File: src/hw/rtl/oadc_pkg.sv
// Shared types, constants and reset values of the obstacle-avoiding drive controller.
`default_nettype none

package oadc_pkg;

  // Default configuration of the structure.
  localparam int unsigned WINDOW_DEF      = 3;
  localparam int unsigned QUEUE_DEPTH_DEF = 2;

  // Field widths.
  localparam int unsigned DIST_W  = 16;
  localparam int unsigned SPEED_W = 15;
  localparam int unsigned STEER_W = 15;
  localparam int unsigned CFG_IDX_W  = 3;
  localparam int unsigned CFG_DATA_W = 16;

  // Configuration register indexes.
  localparam logic [CFG_IDX_W-1:0] CFG_THRESHOLD = 3'd0;
  localparam logic [CFG_IDX_W-1:0] CFG_CRUISE    = 3'd1;
  localparam logic [CFG_IDX_W-1:0] CFG_TURN_DIR  = 3'd2;
  localparam logic [CFG_IDX_W-1:0] CFG_CENTER    = 3'd3;
  localparam logic [CFG_IDX_W-1:0] CFG_MINIMUM   = 3'd4;

  // Register values after reset.
  localparam logic [DIST_W-1:0]  THRESHOLD_RST = 16'd30;
  localparam logic [SPEED_W-1:0] CRUISE_RST    = 15'd500;
  localparam logic               TURN_DIR_RST  = 1'b0;
  localparam logic [STEER_W-1:0] CENTER_RST    = 15'd1500;
  localparam logic [STEER_W-1:0] MINIMUM_RST   = 15'd1000;

  // Half of the hard steering offset, added to or taken from the center.
  localparam logic [STEER_W+1:0] HALF_TURN = 17'd500;
  localparam logic [STEER_W+1:0] STEER_MAX = 17'd32767;

  // Edge codes of one side.
  localparam logic [1:0] EVT_NONE    = 2'd0;
  localparam logic [1:0] EVT_BLOCKED = 2'd1;
  localparam logic [1:0] EVT_FREE    = 2'd2;

  // Drive state codes.
  localparam logic MODE_FORWARD = 1'b0;
  localparam logic MODE_REVERSE = 1'b1;

  // Classified item handed from the front part to the drive machine.
  typedef struct packed {
    logic [1:0] front_event;
    logic [1:0] back_event;
    logic       front_closed;
    logic       back_closed;
  } oadc_cls_t;

  // Configuration seen by the drive machine.
  typedef struct packed {
    logic [SPEED_W-1:0] cruise_speed;
    logic               turn_direction;
    logic [STEER_W-1:0] steering_center;
    logic [STEER_W-1:0] steering_minimum;
  } oadc_cfg_t;

  // Queue status.
  typedef struct packed {
    logic empty;
    logic full;
  } oadc_qstat_t;

  // One result item.
  typedef struct packed {
    logic [SPEED_W:0]   drive_speed;
    logic [STEER_W-1:0] steer_position;
    logic [1:0]         front_event;
    logic [1:0]         back_event;
    logic               front_is_blocked;
    logic               back_is_blocked;
    logic               reversing;
    logic               drive_updated;
  } oadc_res_t;

endpackage

`default_nettype wire

File: src/hw/rtl/oadc_front.sv
// Front part: distance windows, running sums and blocked/free edge detection.
`default_nettype none

module oadc_front #(
  parameter int unsigned WINDOW = oadc_pkg::WINDOW_DEF
) (
  input  wire                          clk_i,
  input  wire                          rst_ni,
  input  wire                          accept_i,
  input  wire [oadc_pkg::DIST_W-1:0]   front_distance_i,
  input  wire [oadc_pkg::DIST_W-1:0]   back_distance_i,
  input  wire [oadc_pkg::DIST_W-1:0]   threshold_i,
  output oadc_pkg::oadc_cls_t          cls_o
);

  localparam int unsigned SLOT_W = (WINDOW > 1) ? $clog2(WINDOW) : 1;
  localparam int unsigned SUM_W  = oadc_pkg::DIST_W + $clog2(WINDOW);
  localparam logic [SLOT_W-1:0] LAST_SLOT = SLOT_W'(WINDOW - 1);

  logic [oadc_pkg::DIST_W-1:0] front_win_q [WINDOW];
  logic [oadc_pkg::DIST_W-1:0] back_win_q  [WINDOW];
  logic [SLOT_W-1:0]           slot_q, slot_d;
  logic [SUM_W-1:0]            fsum_q, fsum_d, bsum_q, bsum_d;
  logic                        fflag_q, bflag_q;
  logic [SUM_W-1:0]            limit;
  logic                        front_low, back_low;

  // Running sums: drop the oldest sample, add the new one.
  always_comb begin
    fsum_d = fsum_q - SUM_W'(front_win_q[slot_q]) + SUM_W'(front_distance_i);
    bsum_d = bsum_q - SUM_W'(back_win_q[slot_q]) + SUM_W'(back_distance_i);
    limit  = SUM_W'(WINDOW) * SUM_W'(threshold_i);
    front_low = (fsum_d < limit);
    back_low  = (bsum_d < limit);
    slot_d = (slot_q == LAST_SLOT) ? '0 : slot_q + SLOT_W'(1);
  end

  // Edge classification against the flags left by the previous item.
  always_comb begin
    cls_o.front_event = oadc_pkg::EVT_NONE;
    cls_o.back_event  = oadc_pkg::EVT_NONE;
    if (front_low && !fflag_q) begin
      cls_o.front_event = oadc_pkg::EVT_BLOCKED;
    end else if (!front_low && fflag_q) begin
      cls_o.front_event = oadc_pkg::EVT_FREE;
    end
    if (back_low && !bflag_q) begin
      cls_o.back_event = oadc_pkg::EVT_BLOCKED;
    end else if (!back_low && bflag_q) begin
      cls_o.back_event = oadc_pkg::EVT_FREE;
    end
    cls_o.front_closed = front_low;
    cls_o.back_closed  = back_low;
  end

  // Window and flag state, updated once per accepted request.
  always_ff @(posedge clk_i or negedge rst_ni) begin
    if (!rst_ni) begin
      for (int i = 0; i < WINDOW; i++) begin
        front_win_q[i] <= '0;
        back_win_q[i]  <= '0;
      end
      slot_q  <= '0;
      fsum_q  <= '0;
      bsum_q  <= '0;
      fflag_q <= 1'b1;
      bflag_q <= 1'b1;
    end else if (accept_i) begin
      front_win_q[slot_q] <= front_distance_i;
      back_win_q[slot_q]  <= back_distance_i;
      slot_q  <= slot_d;
      fsum_q  <= fsum_d;
      bsum_q  <= bsum_d;
      fflag_q <= front_low;
      bflag_q <= back_low;
    end
  end

endmodule

`default_nettype wire

File: src/hw/rtl/oadc_queue.sv
// Short FIFO that decouples the edge detector from the drive machine.
`default_nettype none

module oadc_queue #(
  parameter int unsigned DEPTH = oadc_pkg::QUEUE_DEPTH_DEF,
  parameter int unsigned WIDTH = $bits(oadc_pkg::oadc_cls_t)
) (
  input  wire              clk_i,
  input  wire              rst_ni,
  input  wire              push_i,
  input  wire [WIDTH-1:0]  wdata_i,
  input  wire              pop_i,
  output logic [WIDTH-1:0] rdata_o,
  output oadc_pkg::oadc_qstat_t stat_o
);

  localparam int unsigned PTR_W = (DEPTH > 1) ? $clog2(DEPTH) : 1;
  localparam int unsigned CNT_W = $clog2(DEPTH + 1);
  localparam logic [PTR_W-1:0] LAST_PTR = PTR_W'(DEPTH - 1);
  localparam logic [CNT_W-1:0] FULL_CNT = CNT_W'(DEPTH);

  logic [WIDTH-1:0] mem_q [DEPTH];
  logic [PTR_W-1:0] wptr_q, wptr_d, rptr_q, rptr_d;
  logic [CNT_W-1:0] count_q, count_d;

  // Pointer wrap and fill count.
  always_comb begin
    wptr_d  = (wptr_q == LAST_PTR) ? '0 : wptr_q + PTR_W'(1);
    rptr_d  = (rptr_q == LAST_PTR) ? '0 : rptr_q + PTR_W'(1);
    count_d = count_q + CNT_W'(push_i) - CNT_W'(pop_i);
  end

  assign rdata_o      = mem_q[rptr_q];
  assign stat_o.empty = (count_q == '0);
  assign stat_o.full  = (count_q == FULL_CNT);

  // Entry storage carries no reset.
  always_ff @(posedge clk_i) begin
    if (push_i) begin
      mem_q[wptr_q] <= wdata_i;
    end
  end

  always_ff @(posedge clk_i or negedge rst_ni) begin
    if (!rst_ni) begin
      wptr_q  <= '0;
      rptr_q  <= '0;
      count_q <= '0;
    end else begin
      if (push_i) begin
        wptr_q <= wptr_d;
      end
      if (pop_i) begin
        rptr_q <= rptr_d;
      end
      count_q <= count_d;
    end
  end

endmodule

`default_nettype wire

File: src/hw/rtl/oadc_back.sv
// Back part: forward/reverse drive machine and the registered result stage.
`default_nettype none

module oadc_back (
  input  wire                   clk_i,
  input  wire                   rst_ni,
  input  wire                   cls_valid_i,
  input  wire oadc_pkg::oadc_cls_t cls_i,
  input  wire oadc_pkg::oadc_cfg_t cfg_i,
  output logic                  cls_pop_o,
  output logic                  res_valid_o,
  input  wire                   res_ready_i,
  output oadc_pkg::oadc_res_t   res_o
);

  localparam int unsigned STEER_W = oadc_pkg::STEER_W;
  localparam int unsigned SPEED_W = oadc_pkg::SPEED_W;

  logic                 mode_q, mode_d, mode_mid;
  logic [SPEED_W:0]     speed_q, speed_d;
  logic [STEER_W-1:0]   steer_q, steer_d;
  logic                 updated;
  logic                 res_valid_q, res_valid_d;
  oadc_pkg::oadc_res_t  res_q, res_d;
  logic [STEER_W+1:0]   turn_pos;
  logic [STEER_W-1:0]   turn_steer;
  logic [SPEED_W:0]     fwd_speed, rev_speed;

  // Hard steering position: center plus or minus half the turn offset.
  always_comb begin
    if (cfg_i.turn_direction) begin
      turn_pos   = {2'b00, cfg_i.steering_center} + oadc_pkg::HALF_TURN;
      turn_steer = (turn_pos > oadc_pkg::STEER_MAX) ? STEER_W'(oadc_pkg::STEER_MAX)
                                                    : turn_pos[STEER_W-1:0];
    end else begin
      turn_pos   = {2'b00, cfg_i.steering_center} - oadc_pkg::HALF_TURN;
      turn_steer = turn_pos[STEER_W+1] ? cfg_i.steering_minimum : turn_pos[STEER_W-1:0];
    end
    fwd_speed = {1'b0, cfg_i.cruise_speed};
    rev_speed = -fwd_speed;
  end

  // Front edge first, then the back edge on the mode it leaves.
  always_comb begin
    mode_d  = mode_q;
    speed_d = speed_q;
    steer_d = steer_q;
    updated = 1'b0;
    if (mode_q == oadc_pkg::MODE_FORWARD) begin
      if (cls_i.front_event == oadc_pkg::EVT_FREE) begin
        speed_d = fwd_speed;
        updated = 1'b1;
      end else if (cls_i.front_event == oadc_pkg::EVT_BLOCKED) begin
        steer_d = turn_steer;
        speed_d = rev_speed;
        mode_d  = oadc_pkg::MODE_REVERSE;
        updated = 1'b1;
      end
    end
    mode_mid = mode_d;
    if (mode_mid == oadc_pkg::MODE_REVERSE &&
        cls_i.back_event == oadc_pkg::EVT_BLOCKED) begin
      steer_d = cfg_i.steering_center;
      speed_d = fwd_speed;
      mode_d  = oadc_pkg::MODE_FORWARD;
      updated = 1'b1;
    end
  end

  // Result stage takes a new entry whenever it is empty or being drained.
  assign cls_pop_o = cls_valid_i && (!res_valid_q || res_ready_i);

  always_comb begin
    res_d.drive_speed      = speed_d;
    res_d.steer_position   = steer_d;
    res_d.front_event      = cls_i.front_event;
    res_d.back_event       = cls_i.back_event;
    res_d.front_is_blocked = cls_i.front_closed;
    res_d.back_is_blocked  = cls_i.back_closed;
    res_d.reversing        = mode_d;
    res_d.drive_updated    = updated;
    if (cls_pop_o) begin
      res_valid_d = 1'b1;
    end else if (res_ready_i) begin
      res_valid_d = 1'b0;
    end else begin
      res_valid_d = res_valid_q;
    end
  end

  // Drive state.
  always_ff @(posedge clk_i or negedge rst_ni) begin
    if (!rst_ni) begin
      mode_q      <= oadc_pkg::MODE_FORWARD;
      speed_q     <= '0;
      steer_q     <= oadc_pkg::CENTER_RST;
      res_valid_q <= 1'b0;
    end else begin
      if (cls_pop_o) begin
        mode_q  <= mode_d;
        speed_q <= speed_d;
        steer_q <= steer_d;
      end
      res_valid_q <= res_valid_d;
    end
  end

  // Result payload.
  always_ff @(posedge clk_i) begin
    if (cls_pop_o) begin
      res_q <= res_d;
    end
  end

  assign res_valid_o = res_valid_q;
  assign res_o       = res_q;

endmodule

`default_nettype wire

File: src/hw/rtl/obstacle_avoid_drive_controller.sv
// Top level of the obstacle-avoiding drive controller: configuration, front, queue, back.
//
// Channel   Direction  Handshake                     Payload
// s_axis    in         s_axis_tvalid/s_axis_tready   front/back distance readings
// m_axis    out        m_axis_tvalid/m_axis_tready   drive command and status
// cfg       in         cfg_valid_i/cfg_ready_o       register index and write data
//
// One request is accepted per cycle while the queue is not full. An accepted request
// passes through the queue and then the registered result stage before m_axis_tvalid
// rises for it. Reset clears the windows and drive state and sets both blocked flags
// at once; no clearing pass follows. A queue of QUEUE_DEPTH entries separates the
// edge detector from the drive machine; s_axis_tready drops only while that queue is
// full. cfg_ready_o is always high.
`default_nettype none

module obstacle_avoid_drive_controller #(
  parameter int unsigned WINDOW      = oadc_pkg::WINDOW_DEF,
  parameter int unsigned QUEUE_DEPTH = oadc_pkg::QUEUE_DEPTH_DEF
) (
  input  wire         clk_i,
  input  wire         rst_ni,
  // Fields from bit 0: front_distance[15:0], back_distance[31:16].
  input  wire  [31:0] s_axis_tdata,
  input  wire         s_axis_tvalid,
  output logic        s_axis_tready,
  // Fields from bit 0: drive_speed[15:0], steer_position[30:16], front_event[32:31],
  // back_event[34:33], front_is_blocked[35], back_is_blocked[36], reversing[37],
  // drive_updated[38], zero fill[39].
  output logic [39:0] m_axis_tdata,
  output logic        m_axis_tvalid,
  input  wire         m_axis_tready,
  input  wire         cfg_valid_i,
  output logic        cfg_ready_o,
  input  wire  [oadc_pkg::CFG_IDX_W-1:0]  cfg_index_i,
  input  wire  [oadc_pkg::CFG_DATA_W-1:0] cfg_data_i
);

  localparam int unsigned CLS_W = $bits(oadc_pkg::oadc_cls_t);

  logic [oadc_pkg::DIST_W-1:0] threshold_q;
  oadc_pkg::oadc_cfg_t         cfg_q;
  logic                        in_accept;
  logic                        cls_pop;
  oadc_pkg::oadc_cls_t         cls_front, cls_queue;
  logic [CLS_W-1:0]            cls_queue_bits;
  oadc_pkg::oadc_qstat_t       qstat;
  oadc_pkg::oadc_res_t         res;

  // Configuration registers.
  assign cfg_ready_o = 1'b1;

  always_ff @(posedge clk_i or negedge rst_ni) begin
    if (!rst_ni) begin
      threshold_q            <= oadc_pkg::THRESHOLD_RST;
      cfg_q.cruise_speed     <= oadc_pkg::CRUISE_RST;
      cfg_q.turn_direction   <= oadc_pkg::TURN_DIR_RST;
      cfg_q.steering_center  <= oadc_pkg::CENTER_RST;
      cfg_q.steering_minimum <= oadc_pkg::MINIMUM_RST;
    end else if (cfg_valid_i && cfg_ready_o) begin
      case (cfg_index_i)
        oadc_pkg::CFG_THRESHOLD: threshold_q <= cfg_data_i;
        oadc_pkg::CFG_CRUISE:    cfg_q.cruise_speed <= cfg_data_i[oadc_pkg::SPEED_W-1:0];
        oadc_pkg::CFG_TURN_DIR:  cfg_q.turn_direction <= cfg_data_i[0];
        oadc_pkg::CFG_CENTER:    cfg_q.steering_center <= cfg_data_i[oadc_pkg::STEER_W-1:0];
        oadc_pkg::CFG_MINIMUM:   cfg_q.steering_minimum <= cfg_data_i[oadc_pkg::STEER_W-1:0];
        default: ;
      endcase
    end
  end

  // Input handshake.
  assign s_axis_tready = !qstat.full;
  assign in_accept     = s_axis_tvalid && s_axis_tready;

  oadc_front #(
    .WINDOW (WINDOW)
  ) u_front (
    .clk_i            (clk_i),
    .rst_ni           (rst_ni),
    .accept_i         (in_accept),
    .front_distance_i (s_axis_tdata[15:0]),
    .back_distance_i  (s_axis_tdata[31:16]),
    .threshold_i      (threshold_q),
    .cls_o            (cls_front)
  );

  oadc_queue #(
    .DEPTH (QUEUE_DEPTH),
    .WIDTH (CLS_W)
  ) u_queue (
    .clk_i   (clk_i),
    .rst_ni  (rst_ni),
    .push_i  (in_accept),
    .wdata_i (cls_front),
    .pop_i   (cls_pop),
    .rdata_o (cls_queue_bits),
    .stat_o  (qstat)
  );

  assign cls_queue = cls_queue_bits;

  oadc_back u_back (
    .clk_i       (clk_i),
    .rst_ni      (rst_ni),
    .cls_valid_i (!qstat.empty),
    .cls_i       (cls_queue),
    .cfg_i       (cfg_q),
    .cls_pop_o   (cls_pop),
    .res_valid_o (m_axis_tvalid),
    .res_ready_i (m_axis_tready),
    .res_o       (res)
  );

  // Output packing, first field in the low bits.
  assign m_axis_tdata = {1'b0, res.drive_updated, res.reversing, res.back_is_blocked,
                         res.front_is_blocked, res.back_event, res.front_event,
                         res.steer_position, res.drive_speed};

  // An accepted request always leaves the queue non-empty on the next cycle.
  assert property (@(posedge clk_i) disable iff (!rst_ni) in_accept |=> !qstat.empty)
    else $error("queue empty right after an accepted request");

  // Reverse mode always carries a reverse or zero speed.
  assert property (@(posedge clk_i) disable iff (!rst_ni)
    (m_axis_tvalid && res.reversing) |-> $signed(res.drive_speed) <= 0)
    else $error("reversing with a forward speed");

  // A motor command is only issued on an edge of one of the sides.
  assert property (@(posedge clk_i) disable iff (!rst_ni)
    (m_axis_tvalid && res.drive_updated) |->
      (res.front_event != oadc_pkg::EVT_NONE || res.back_event != oadc_pkg::EVT_NONE))
    else $error("drive command without an edge");

  // The drive machine never pops an empty queue.
  assert property (@(posedge clk_i) disable iff (!rst_ni) cls_pop |-> !qstat.empty)
    else $error("pop from an empty queue");

endmodule

`default_nettype wire

File: config.mk
export PLATFORM = sky130hd
export DESIGN_NAME = obstacle_avoid_drive_controller
export DESIGN_NICKNAME = d
export VERILOG_FILES = /design/src/hw/rtl/oadc_pkg.sv /design/src/hw/rtl/oadc_front.sv /design/src/hw/rtl/oadc_queue.sv /design/src/hw/rtl/oadc_back.sv /design/src/hw/rtl/obstacle_avoid_drive_controller.sv
export SDC_FILE = /design/constraint.sdc
export NUM_CORES = 1
export LEC_CHECK = 0
export BUFFER_PORTS_ARGS = -buffer_cell sky130_fd_sc_hd__buf_2
export CORE_MARGIN = 5
export CORE_UTILIZATION = 55
export CTS_BUF_LIST = sky130_fd_sc_hd__clkbuf_8
export CTS_CLUSTER_DIAMETER = 60
export DETAILED_ROUTE_END_ITERATION = 8
export GPL_TIMING_DRIVEN = 0
export PLACE_DENSITY_LB_ADDON = 0.25
export SLEW_MARGIN = 40
export SYNTH_ARGS = -nofsm -noshare
export SYNTH_HDL_FRONTEND = slang
export SYNTH_SLANG_ARGS = --single-unit
File: constraint.sdc
create_clock -name clk_i -period 6.5 [get_ports clk_i]
set_clock_uncertainty 0.1 [all_clocks]
set_input_delay 1.3 -clock clk_i [delete_from_list [all_inputs] [get_ports clk_i]]
set_output_delay 1.3 -clock clk_i [all_outputs]
set_load 0.02 [all_outputs]
==> impl_results.md <==
- Ant diodes: 0
- Post-synthesis cell area: around 17000 um2
- Final Hold Vio Count: 0
- Final worst slack: about 0.29 ns
- Clock latency at the later pin of the worst-skew pair: around 0.58 ns
- CTS Buffer Depth: 3
- Detail Placement HPWL: between 30000 and 40000 um
- WL met2: 20320 um
- Syn nets: between 1500 and 2000
- CP endpoint kind: register
- Antenna-violating nets left: 0
- RePlAce Congestion: a little over 0.9
- H-tree levels: 2
- Yosys cell types: 86
- Ratio of final minimum period to clock period: between 90% and 100%
- Final core utilization: between 60% and 70%
- Worst slew margin: 40.01%
- RSZ-0062 raised after global routing: false
- FFs w/ async S/R, synth: just over 80%
- Register area share after synthesis: 43.67%
- CTS root buf: clkbuf_8
- Run status: finished clean
- Drt pass-1 iters: 5
- Count of nets after finishing: between 2000 and 2500
- Crit path max fanout: 10
- Hold buffers post-CTS: 0
- Total Wirelength: around 43000 um
- Clock Pin Slew Worst Setup and Hold Paths: roughly 0.07 ns
- Largest net degree at the start of global routing: 76
- Worst hold path class: register to register
- Overflow after GRT: 0
- Cells after Synth: ~1700
- Setup Fix Bufs, Post-CTS: 0
- M1 wire length: 18960 um
- DRC: 0
- FP Rows: 64
- Req. time, crit path: ~6.7 ns
- Ys flop type: dfrtp_1
- Kind of critical path: register to register
- Max-cap violations: 0
- CTS tree: built
- Fmax: approximately 160 MHz
- Initial core utilization: between 50% and 60%
- Post-CTS Resized: 0
- Top layer in use: met4
- Top Ports: slightly below 100
- Synthesis-to-layout area growth: 12.29%
- Crit path time final: 6.209 ns
- Number of enable flip-flop cells after synthesis: between 50 and 60
- Non-filler cells, final: 2313
- Die X: around 190 um
- Routed WL per cell: between 15 and 20 um
- DR vias/cell: 5.735
- Pins Over Slew Limit: 0
- Pre-CTS WS: about 0.14 ns
- Port bufs: 96
- Initial antenna violation count: 0
- Placed Cells: between 2000 and 2500
- Final setup viols: 0
- Setup crit start kind: register
- Avg Inst Size Synth: between 9 and 10 um2
- CTS buffer count: between 40 and 50
- CP arrival: 6.40 ns
- Die height: 186.2 um
- Yosys reg bits: 286
- Via count: 13266
- Full die area: approximately 35000 um2
- Vias in the first global route: 13581
- Initial drt markers: just over 900
- Metal3 WL: between 2000 and 2500 um
- GRT Total Usage: roughly 25%
- Tightest Pin Transition: about 0.89 ns
- Layout cells sized above 1: 19.04%
- Core box area: between 30000 and 40000 um2
- First-pass GRT wire length: about 70000 um
- Synth warn: 0
- Clk sinks: roughly 290
stage by stage:
stage / hold slack [ns] / cell area, um2 / setup TNS, ns
5_1_grt: 0.3976 / 19160 / 0
3_3_place_gp: 0.3589 / 18040 / -32.70
2_1_floorplan: 0.3456 / 17070 / 0
3_5_place_dp: 0.3697 / 18160 / 0
4_1_cts: 0.3831 / 19160 / 0
6_report: 0.3776 / 19160 / 0
logic make-up after synthesis:
kind of cell | Yosys count | share of synthesized area [%]
DFF | 286 | 43.67
other | 2 | 0.04400
and+or+nand+nor | 405 | 10.74
muxes | 167 | 10.71
adders and majority gates | 129 | 10.91
buffers and inverters | 252 | 5.718
AOI/OAI and AO/OA | 426 | 15.13
xor gates and xnor gates | 60 | 3.079
registers in the layout, indices dropped and copies added, names as in the netlist:
| signal | cells |
|---|---|
| cfg_q | 46 |
| threshold_q | 16 |
| u_back.mode_q | 1 |
| u_back.res_o | 39 |
| u_back.res_valid_o | 1 |
| u_back.speed_q | 16 |
| u_back.steer_q | 15 |
| u_front.back_win_q | 48 |
| u_front.bflag_q | 1 |
| u_front.bsum_q | 18 |
| u_front.fflag_q | 1 |
| u_front.front_win_q | 48 |
| u_front.fsum_q | 18 |
| u_front.slot_q | 2 |
| u_queue.count_q | 2 |
| u_queue.mem_q | 12 |
| u_queue.rptr_q | 1 |
| u_queue.wptr_q | 1 |
worst max-delay path: stages (launching register included):
cell and delay, ns:
dfrtp_1 0.32, clkbuf_1 0.45, clkbuf_2 0.44, mux2i_1 0.25, o21ai_0 0.14, fa_1 0.51, inv_1 0.04, ha_1 0.36
o21ai_0 0.25, o211ai_1 0.19, a31oi_1 0.22, o21bai_1 0.12, a21o_1 0.19, a21o_1 0.18, xor2_1 0.32, ha_1 0.31
a21o_1 0.16, a211o_1 0.31, a211oi_1 0.22, o21a_1 0.18, o21bai_1 0.10, a211oi_1 0.56
per-layer routing:
metal | global-route usage, % | vias up
li1 | - | 6326
met1 | 34.17 | 6468
met2 | 41.55 | 367
met3 | 3.481 | 105
met4 | 9.443 | 0
met5 | 0 | -
Yosys cell counts (4+ instances only):
master,instances,area share (%)
a31oi_1,13,0.48
xnor2_1,40,2.1
o21bai_1,8,0.35
nand2_1,203,4.5
mux2_2,124,8.2
o211ai_1,6,0.26
o21a_1,12,0.53
or2_2,5,0.18
a311oi_1,4,0.21
or3_1,9,0.33
xor2_1,20,1.0
a21oi_1,81,2.4
edfxtp_1,51,9.0
buf_1,6,0.13
inv_1,169,3.7
a22oi_1,5,0.22
dfstp_2,32,4.9
and3_1,6,0.22
a21o_1,24,1.1
ha_1,96,7.0
dfrtp_1,203,30
nor4_1,6,0.22
o21ai_0,192,5.6
nand3_1,22,0.65
mux2i_1,42,2.5
clkbuf_1,67,1.5
nor2b_1,8,0.29
o22ai_1,13,0.48
o31ai_1,4,0.18
nand3b_1,4,0.18
nor3_1,32,0.94
nor2_1,72,1.6
o22a_1,4,0.21
nand4_1,5,0.18
fa_1,33,3.9
a21boi_0,4,0.18
nor3b_1,4,0.18
a211oi_1,14,0.62
a221o_1,4,0.23
nand2b_1,10,0.37
path summary, 6_finish.rpt:
| path | start | to | slack [ns] | depth (start not counted) |
|---|---|---|---|---|
| setup / recovery | u_front.slot_q[1]$_DFFE_PN0P_ | u_queue.mem_q[0][4]$_DFFE_PP_ | 0.29 | 21 |
| max in group asynchronous | rst_ni | cfg_q[22]$_DFFE_PN1P_ | 4.60 | 3 |
| min in group asynchronous | rst_ni | u_front.back_win_q[45]$_DFFE_PN0P_ | 0.54 | 1 |
| hold / removal | u_front.front_win_q[24]$_DFFE_PN0P_ | u_front.front_win_q[24]$_DFFE_PN0P_ | 0.38 | 2 |
| setup reg to reg | u_front.slot_q[1]$_DFFE_PN0P_ | u_queue.mem_q[0][4]$_DFFE_PP_ | 0.29 | 21 |
| hold reg to reg | u_front.front_win_q[24]$_DFFE_PN0P_ | u_front.front_win_q[24]$_DFFE_PN0P_ | 0.38 | 2 |
cell usage in the layout (no fill, tap or decap), drive strengths merged, types with 7 or more instances in the layout:
cell type,count
buf,111
mux2,125
or3,10
o21ai,193
fa,33
a31oi,14
o22ai,13
ha,96
xnor2,40
mux2i,42
clkinv,13
nand2b,10
nor2b,8
nor3,32
nor2,73
clkbuf,132
xor2,20
dfstp,32
o211ai,7
edfxtp,51
inv,180
o21bai,8
o21a,12
a211oi,14
dfrtp,203
nand3,22
nand2,203
a21oi,81
a21o,24
area by class of cell:
cell class | instances | area, um2
plain buffers | 81 | 344.1
repair buffers | 100 | 593.1
inverters | 171 | 641.9
well taps | 396 | 495.5
fillers | 2580 | 11420
flip-flops and latches | 286 | 7452
multi-input cells | 1189 | 8643
clock inverters | 28 | 141.4
clock buffers | 62 | 853.3
Power is left out: the tool's default activity adds up to more than one toggle a clock period on the data nets, which glitch-free logic cannot reach.
